--- config.mk ---
export PLATFORM = sky130hd
export DESIGN_NAME = bmp_pixel_stream_reader
export DESIGN_NICKNAME = d
export VERILOG_FILES = /design/src/hdl/bmpr_pkg.sv /design/src/hdl/bmpr_in_stage.sv /design/src/hdl/bmpr_core.sv /design/src/hdl/bmp_pixel_stream_reader.sv
export SDC_FILE = /design/constraint.sdc
export NUM_CORES = 1
export LEC_CHECK = 0
export BUFFER_PORTS_ARGS = -buffer_cell sky130_fd_sc_hd__clkbuf_2
export CAP_MARGIN = 20
export CORE_AREA = 2 2 171 173
export DETAILED_ROUTE_END_ITERATION = 10
export DIE_AREA = 0 0 173 175
export PLACE_DENSITY = 0.71
export SLEW_MARGIN = 20
export SYNTH_ARGS = -nofsm -noshare
export SYNTH_HDL_FRONTEND = slang
export SYNTH_HIERARCHICAL = 1
export SYNTH_SLANG_ARGS = --single-unit
--- constraint.sdc ---
create_clock -name aclk -period 4.8 [get_ports aclk]
set_input_delay 0.96 -clock aclk [delete_from_list [all_inputs] [get_ports aclk]]
set_output_delay 0.96 -clock aclk [all_outputs]
set_load 0.01 [all_outputs]
--- src/hdl/bmpr_pkg.sv ---
// Shared types and constants for the bitmap pixel stream reader.
package bmpr_pkg;

    // Header layout: last byte of each captured little-endian word
    localparam int HEADER_LEN     = 34;
    localparam int POS_OFFSET_END = 13;
    localparam int POS_WIDTH_END  = 21;
    localparam int POS_HEIGHT_END = 25;

    localparam int POS_W  = 6;
    localparam int WORD_W = 32;
    localparam int COL_W  = 12;
    localparam int ROW_W  = 12;

    localparam int MAX_DIM_DEFAULT = 4096;

    // One raw file byte
    typedef struct packed {
        logic [7:0] byte_value;
        logic       start_of_file;
    } in_item_t;

    // One emitted pixel
    typedef struct packed {
        logic [7:0]       red;
        logic [7:0]       green;
        logic [7:0]       blue;
        logic [COL_W-1:0] column;
        logic [ROW_W-1:0] row;
        logic             last_pixel;
    } out_item_t;

endpackage

--- src/hdl/bmpr_in_stage.sv ---
// Input register slice that holds one byte item for the parser.
module bmpr_in_stage
    import bmpr_pkg::*;
(
    input  logic     aclk,
    input  logic     aresetn,
    input  logic     s_valid,
    output logic     s_ready,
    input  in_item_t s_item,
    input  logic     take,
    output logic     in_valid,
    output in_item_t in_item
);

    logic     in_valid_reg;
    logic     in_valid_next;
    in_item_t in_item_reg;

    // Refill the slot whenever it is empty or being drained this cycle
    assign s_ready       = !in_valid_reg || take;
    assign in_valid_next = s_ready ? s_valid : in_valid_reg;

    always_ff @(posedge aclk) begin
        if (!aresetn) begin
            in_valid_reg <= 1'b0;
        end else begin
            in_valid_reg <= in_valid_next;
        end
        if (s_ready && s_valid) begin
            in_item_reg <= s_item;
        end
    end

    assign in_valid = in_valid_reg;
    assign in_item  = in_item_reg;

endmodule

--- src/hdl/bmpr_core.sv ---
// Parse state, header capture, pixel assembly and the result register.
module bmpr_core
    import bmpr_pkg::*;
#(
    parameter int MAX_DIM = MAX_DIM_DEFAULT
)
(
    input  logic      aclk,
    input  logic      aresetn,
    input  logic      in_valid,
    input  in_item_t  in_item,
    output logic      take,
    output logic      m_valid,
    input  logic      m_ready,
    output out_item_t m_item
);

    // Keep at least two width bits so the row padding can be read off them
    localparam int DIM_W = ($clog2(MAX_DIM + 1) > 2) ? $clog2(MAX_DIM + 1) : 2;
    localparam int CMP_W = (DIM_W > COL_W + 1) ? DIM_W : COL_W + 1;

    typedef enum logic [2:0] {
        PH_HEADER,
        PH_SKIP,
        PH_PIXEL,
        PH_PAD,
        PH_DONE
    } phase_t;

    phase_t             phase_reg,  phase_next,  eff_phase;
    logic [POS_W-1:0]   pos_reg,    pos_next,    eff_pos;
    logic [WORD_W-1:0]  word_reg,   word_next,   eff_word;
    logic [WORD_W-1:0]  offset_reg, offset_next, eff_offset;
    logic [DIM_W-1:0]   width_reg,  width_next,  eff_width;
    logic [DIM_W-1:0]   height_reg, height_next, eff_height;
    logic [WORD_W-1:0]  skip_reg,   skip_next,   eff_skip;
    logic [1:0]         bip_reg,    bip_next,    eff_bip;
    logic [15:0]        held_reg,   held_next,   eff_held;
    logic [COL_W-1:0]   col_reg,    col_next,    eff_col;
    logic [ROW_W-1:0]   row_reg,    row_next,    eff_row;
    logic [1:0]         pad_reg,    pad_next,    eff_pad;
    logic               out_valid_reg, out_valid_next;
    out_item_t          out_reg,    res;

    logic               sof;
    logic [7:0]         b;
    logic               emit;
    logic               enter_pixels;
    logic               last_col;
    logic               last_row;
    logic [DIM_W-1:0]   word_sat;
    logic [WORD_W-1:0]  skip_dec;
    logic [1:0]         pad_dec;

    assign sof = in_item.start_of_file;
    assign b   = in_item.byte_value;

    // Consume the held byte when the result slot can take a pixel
    assign take = in_valid && (!out_valid_reg || m_ready);

    // Restart from a cleared parse when the byte opens a new file
    always_comb begin
        eff_phase  = sof ? PH_HEADER : phase_reg;
        eff_pos    = sof ? '0 : pos_reg;
        eff_word   = sof ? '0 : word_reg;
        eff_offset = sof ? '0 : offset_reg;
        eff_width  = sof ? '0 : width_reg;
        eff_height = sof ? '0 : height_reg;
        eff_skip   = sof ? '0 : skip_reg;
        eff_bip    = sof ? '0 : bip_reg;
        eff_held   = sof ? '0 : held_reg;
        eff_col    = sof ? '0 : col_reg;
        eff_row    = sof ? '0 : row_reg;
        eff_pad    = sof ? '0 : pad_reg;
    end

    // Shift in the header byte and saturate a dimension word
    assign word_next = {b, eff_word[WORD_W-1:8]};
    assign word_sat  = (word_next > WORD_W'(MAX_DIM)) ? DIM_W'(MAX_DIM)
                                                      : word_next[DIM_W-1:0];
    assign skip_dec  = (eff_skip != '0) ? eff_skip - WORD_W'(1) : eff_skip;
    assign pad_dec   = (eff_pad != '0) ? eff_pad - 2'd1 : eff_pad;

    assign last_col = (CMP_W'(eff_col) + CMP_W'(1)) >= CMP_W'(eff_width);
    assign last_row = (CMP_W'(eff_row) + CMP_W'(1)) >= CMP_W'(eff_height);

    // Per-byte parse step
    always_comb begin
        phase_next   = eff_phase;
        pos_next     = eff_pos;
        offset_next  = eff_offset;
        width_next   = eff_width;
        height_next  = eff_height;
        skip_next    = eff_skip;
        bip_next     = eff_bip;
        held_next    = eff_held;
        col_next     = eff_col;
        row_next     = eff_row;
        pad_next     = eff_pad;
        emit         = 1'b0;
        enter_pixels = 1'b0;

        res.red        = b;
        res.green      = eff_held[15:8];
        res.blue       = eff_held[7:0];
        res.column     = eff_col;
        res.row        = eff_row;
        res.last_pixel = last_col && last_row;

        unique case (eff_phase)
            PH_HEADER: begin
                if (eff_pos == POS_W'(POS_OFFSET_END)) begin
                    offset_next = word_next;
                end
                if (eff_pos == POS_W'(POS_WIDTH_END)) begin
                    width_next = word_sat;
                end
                if (eff_pos == POS_W'(POS_HEIGHT_END)) begin
                    height_next = word_sat;
                end
                if (eff_pos >= POS_W'(HEADER_LEN - 1)) begin
                    pos_next = '0;
                    if (eff_offset > WORD_W'(HEADER_LEN)) begin
                        skip_next  = eff_offset - WORD_W'(HEADER_LEN);
                        phase_next = PH_SKIP;
                    end else begin
                        skip_next    = '0;
                        enter_pixels = 1'b1;
                    end
                end else begin
                    pos_next = eff_pos + POS_W'(1);
                end
            end
            PH_SKIP: begin
                skip_next = skip_dec;
                if (skip_dec == '0) begin
                    enter_pixels = 1'b1;
                end
            end
            PH_PAD: begin
                pad_next = pad_dec;
                if (pad_dec == '0) begin
                    phase_next = PH_PIXEL;
                end
            end
            PH_PIXEL: begin
                unique case (eff_bip)
                    2'd0: begin
                        held_next = {8'h00, b};
                        bip_next  = 2'd1;
                    end
                    2'd1: begin
                        held_next = {b, eff_held[7:0]};
                        bip_next  = 2'd2;
                    end
                    default: begin
                        emit      = 1'b1;
                        bip_next  = 2'd0;
                        held_next = '0;
                        if (!last_col) begin
                            col_next = eff_col + COL_W'(1);
                        end else if (last_row) begin
                            phase_next = PH_DONE;
                        end else begin
                            col_next = '0;
                            row_next = eff_row + ROW_W'(1);
                            // (4 - 3w mod 4) mod 4 reduces to w mod 4
                            pad_next = eff_width[1:0];
                            if (eff_width[1:0] != 2'd0) begin
                                phase_next = PH_PAD;
                            end
                        end
                    end
                endcase
            end
            PH_DONE: begin
            end
            default: begin
            end
        endcase

        // Start the pixel area, or finish at once on an empty image
        if (enter_pixels) begin
            bip_next  = '0;
            held_next = '0;
            col_next  = '0;
            row_next  = '0;
            pad_next  = '0;
            if (width_next == '0 || height_next == '0) begin
                phase_next = PH_DONE;
            end else begin
                phase_next = PH_PIXEL;
            end
        end
    end

    // Load a new pixel, or drop the current one once taken
    always_comb begin
        out_valid_next = out_valid_reg;
        if (take) begin
            out_valid_next = emit;
        end else if (m_ready) begin
            out_valid_next = 1'b0;
        end
    end

    // Hold state and the result register
    always_ff @(posedge aclk) begin
        if (!aresetn) begin
            phase_reg     <= PH_HEADER;
            pos_reg       <= '0;
            word_reg      <= '0;
            offset_reg    <= '0;
            width_reg     <= '0;
            height_reg    <= '0;
            skip_reg      <= '0;
            bip_reg       <= '0;
            held_reg      <= '0;
            col_reg       <= '0;
            row_reg       <= '0;
            pad_reg       <= '0;
            out_valid_reg <= 1'b0;
        end else begin
            out_valid_reg <= out_valid_next;
            if (take) begin
                phase_reg  <= phase_next;
                pos_reg    <= pos_next;
                offset_reg <= offset_next;
                width_reg  <= width_next;
                height_reg <= height_next;
                skip_reg   <= skip_next;
                bip_reg    <= bip_next;
                held_reg   <= held_next;
                col_reg    <= col_next;
                row_reg    <= row_next;
                pad_reg    <= pad_next;
                if (eff_phase == PH_HEADER) begin
                    word_reg <= word_next;
                end else begin
                    word_reg <= eff_word;
                end
            end
        end
        if (take && emit) begin
            out_reg <= res;
        end
    end

    assign m_valid = out_valid_reg;
    assign m_item  = out_reg;

    a_result_holds: assert property (@(posedge aclk) disable iff (!aresetn)
        m_valid && !m_ready |=> m_valid && $stable(m_item))
        else $error("stalled pixel changed");

    a_column_in_row: assert property (@(posedge aclk) disable iff (!aresetn)
        phase_reg == PH_PIXEL |-> CMP_W'(col_reg) < CMP_W'(width_reg))
        else $error("column past image width");

    a_pad_pending: assert property (@(posedge aclk) disable iff (!aresetn)
        phase_reg == PH_PAD |-> pad_reg != 2'd0)
        else $error("pad phase with nothing to skip");

    a_skip_pending: assert property (@(posedge aclk) disable iff (!aresetn)
        phase_reg == PH_SKIP |-> skip_reg != '0)
        else $error("skip phase with nothing to skip");

    a_byte_slot: assert property (@(posedge aclk) disable iff (!aresetn)
        bip_reg != 2'd3)
        else $error("pixel byte slot out of range");

endmodule

--- src/hdl/bmp_pixel_stream_reader.sv ---
// Top level: 24-bit bitmap byte stream in, pixels with coordinates out.
//
// Usage:
//   s_valid/s_ready/s_item carry one file byte per item; start_of_file on a
//   byte restarts parsing with that byte as file byte zero. After the 34-byte
//   header and the skip to the pixel offset, every third byte completes a
//   pixel that leaves on m_valid/m_ready/m_item (blue, green, red order in
//   the file), with column, row and a last_pixel mark. Row padding, header
//   and trailing bytes produce no item.
//   Throughput: one byte per cycle, sustained while the receiver keeps up;
//   the parse step is a single pass of counter logic between the input
//   register and the result register.
//   Path: a pixel's third byte is accepted into the input register, then
//   the parse step loads the pixel into the result register, which raises
//   m_valid; a receiver stall can hold the byte in the input register.
//   Reset (aresetn low, synchronous) empties both registers and returns the
//   parser to the header phase at file byte zero.
//   When the receiver stalls, the pending pixel holds on m_item; one more
//   byte is still taken if the input register is empty, then s_ready falls.
module bmp_pixel_stream_reader
    import bmpr_pkg::*;
#(
    parameter int MAX_DIM = MAX_DIM_DEFAULT
)
(
    input  logic      aclk,
    input  logic      aresetn,
    input  logic      s_valid,
    output logic      s_ready,
    input  in_item_t  s_item,
    output logic      m_valid,
    input  logic      m_ready,
    output out_item_t m_item
);

    logic     in_valid;
    logic     take;
    in_item_t in_item;

    bmpr_in_stage u_in_stage (
        .aclk     (aclk),
        .aresetn  (aresetn),
        .s_valid  (s_valid),
        .s_ready  (s_ready),
        .s_item   (s_item),
        .take     (take),
        .in_valid (in_valid),
        .in_item  (in_item)
    );

    bmpr_core #(
        .MAX_DIM (MAX_DIM)
    ) u_core (
        .aclk     (aclk),
        .aresetn  (aresetn),
        .in_valid (in_valid),
        .in_item  (in_item),
        .take     (take),
        .m_valid  (m_valid),
        .m_ready  (m_ready),
        .m_item   (m_item)
    );

endmodule
==> results.txt <==
Status - finished clean
Worst-case reg-to-reg path depth - 18
Die area - 30280 um^2
Max Fclk - 229.6 MHz
Finished Layout Cells - 1911
Ys async rst share - 0
Fraction of layout cells with a size suffix above 1 - 0.1266
Post-Synth XOR/XNOR Area - 0.03807
Mapped Cells - 1476
Min Tclk post-route - 4355 ps
Synth Area in Compound Gates - 0.2466
Number of global-route vias before repair - 11.05k
CTS buffer count - 25
Maximum vdd drop - 0.1913 mV
CP max stage delay - 630 ps
Layout Nets - 1551
Clock tree buffer depth - 3
Post-synthesis mux area share - 0.007380
Ys flop type - dfxtp_1
Top Metal Used - met4
CTS tree - built
Hold buffer count at CTS - 0
Slew HR - 0.2538
# IOs - 64
Largest net degree at the start of global routing - 91
Post-synth top area cell - dfxtp_1
Critical-path maximum fanout - 13
Crit path launch type - flip-flop
Slowest-stage cell, CP - o211ai_1
Initial core utilization - 0.4538
Post-synthesis simple-gate area fraction - 0.2330
Post-route design area - 14530 um^2
Vias - 12.04k
Levels on crit path - 18
Post-route setup slack - 444.7 ps
Seq cells post-synth - 227
Area grow syn2layout - 12.77%
Hold Slack - 459.6 ps
CP Cell Sequence - buf_4 -> nor2b_1 -> ha_4 -> nand3_2 -> nor2_2 -> and3_1 -> nand3_1 -> xnor2_1 -> ha_1 -> a21o_1 -> a21o_1 -> a21oi_1 -> o21ai_2 -> o211ai_1 -> buf_4 -> nor2_1 -> xor2_1 -> a22o_1
Per-cell routed wire length - 20.81 um
Met1 wire length - 17160 um
Avg Inst Size Synth - 8.730 um^2
Clock H-tree levels - 1
Largest family of logic cells by synthesized area - compound AO/OA/AOI/OAI gates
CTS root buffer - clkbuf_16
IO Port Bufs - 63
Crit path kind - flip-flop to flip-flop
Max-Cap Viols - 0
Max FFs per register - 49
Pleak - 5.454 nW
FP Rows - 62
Starting DRT DRC Count - 1695
Mapped Area - 12880 um^2
Clk_skew - 14.26 ps
Slew Viols, Final - 0
Worst reg2reg endpoint - u_core/row_reg[11]$_SDFFE_PN0P_
Final Hold Vio Count - 0
Most frequent cells in the layout - 169 x dfxtp_1, 147 x nand2_1, 115 x nor2b_1
Synth warn - 6
GRT Total Usage - 0.2550
CP bufs+invs - 2
GP Congestion - 0.9366
Post-synth EDFFs - 58
Period utilisation layout - 0.9074
Final setup TNS - 0 ps
CP top delay family - compound AO/OA/AOI/OAI gates
Critical path origin - u_in_stage/in_item[0]$_DFFE_PP_
Setup crit end - u_core/row_reg[11]$_SDFFE_PN0P_
Critical Path RT - 5220 ps
Commonest non-fill, non-tap cell in the layout - dfxtp_1
GRT overflow - 0
Die X - 173 um
Clk_lat worst skew - 530 ps
Critical R2R Launch - u_in_stage/in_item[0]$_DFFE_PP_
Dpl cells - 1857
Worst Setup End Kind - flip-flop
Pwr Density - 319.0 nW/um^2
Worst-Margin Slew - 1109 ps
Post-cts resize count - 0
Hpwl dp - 28080 um
Adder-cell share of the synthesized area - 0.03205
Reg2reg setup slack - 440 ps
Met2 WL - 17770 um
Met3 routed WL - 3476 um
Placement-stage worst setup slack - 337.8 ps
First-pass GRT wire length - 62480 um
Clk pin slew, worst setup/hold paths - 70 ps
Setup Fix Bufs, Post-CTS - 0
Synthesized net count - 1522
Hold Crit Class - flip-flop to flip-flop
Vias/cell - 6.299
RSZ-0062 raised after global routing - false
Placed cell area - 13560 um^2
Worst EP arrival - 4780 ps
Clock Sinks - 227
Detail Route Antenna Nets - 0
Die Height - 175 um
Final setup viols - 0
Antenna violations before repair - 1
DR DRC count - 0
Final wirelength - 39770 um
Top cells by area, synth - dfxtp_1 26%, edfxtp_1 14%, nor2b_1 5.6%, a22oi_1 4.5%, nand2_1 4.3%
Top-area cell type share of the netlist area - 0.2626
DR pass1 iterations - 6
Core Footprint - 28390 um^2
Cell variety after synth - 88
Post-synthesis sequential area ratio - 0.3977
[Yosys cell counts (14+ instances only)]
master    instances
a32o_1           14
a31oi_1          15
nand2_1         147
o21ai_0          80
and3_1           33
a21oi_1          73
nor4_1           26
nor3_1           40
nand3_1          32
nor2_1          101
nor2b_1         116
a22o_1           31
dfxtp_1         169
buf_2            22
a22oi_1          78
inv_1            23
ha_1             33
a21boi_0         19
xnor2_1          28
clkbuf_1         68
edfxtp_1         58
xor2_1           28
a21o_1           15
[area by class of cell]
class | count | area [um^2]
inverter | 24 | 90.09
timing repair buffer | 110 | 680.7
multi-input combinational | 1117 | 7222
clock inverter | 16 | 270.3
fill | 2624 | 13860
antenna | 3 | 7.507
sequential | 227 | 5125
tap | 384 | 480.5
clock buffer | 30 | 654.4
[layer usage]
metal / track usage / vias to the layer above
met5: 0 / -
met4: 0.09958 / 0
met3: 0.03764 / 97
met2: 0.4015 / 641
met1: 0.3533 / 5740
li1: - / 5560
[logic make-up after synthesis]
kind of cell / after synthesis
AO/OA/AOI/OAI: 450
flip-flops: 227
multiplexers: 9
adder cells (fa/ha/maj): 33
buffers and inverters: 132
AND/OR/NAND/NOR: 569
XOR/XNOR: 56
[worst min-delay path by stage]
stage	slack (ps)	end	cells past startpoint	from
6_report	460	u_core/held_reg[10]$_SDFFE_PN0P_	1	u_core/held_reg[10]$_SDFFE_PN0P_
5_1_grt	470	u_core/held_reg[9]$_SDFFE_PN0P_	1	u_core/held_reg[9]$_SDFFE_PN0P_
4_1_cts	460	u_core/held_reg[9]$_SDFFE_PN0P_	1	u_core/held_reg[9]$_SDFFE_PN0P_
3_5_place_dp	450	u_core/held_reg[6]$_SDFFE_PN0P_	1	u_core/held_reg[6]$_SDFFE_PN0P_
3_3_place_gp	440	u_core/held_reg[8]$_SDFFE_PN0P_	1	u_core/held_reg[8]$_SDFFE_PN0P_
2_1_floorplan	430	u_core/held_reg[10]$_SDFFE_PN0P_	1	u_core/held_reg[10]$_SDFFE_PN0P_
[stage by stage]
stage,total power [mW],util
after global placement,2.493,0.4776
final,4.635,0.5118
after floorplan,2.361,-
after CTS,4.645,0.5102
after detailed placement,2.495,0.4776
after global routing,4.761,0.5116
[power breakdown]
group,internal (mW),switching (mW)
Sequential,1.97,0.0372
Combinational,0.156,0.309
Clock,1.35,0.805
Total,3.48,1.15
Power figures use the tool's default switching activity.
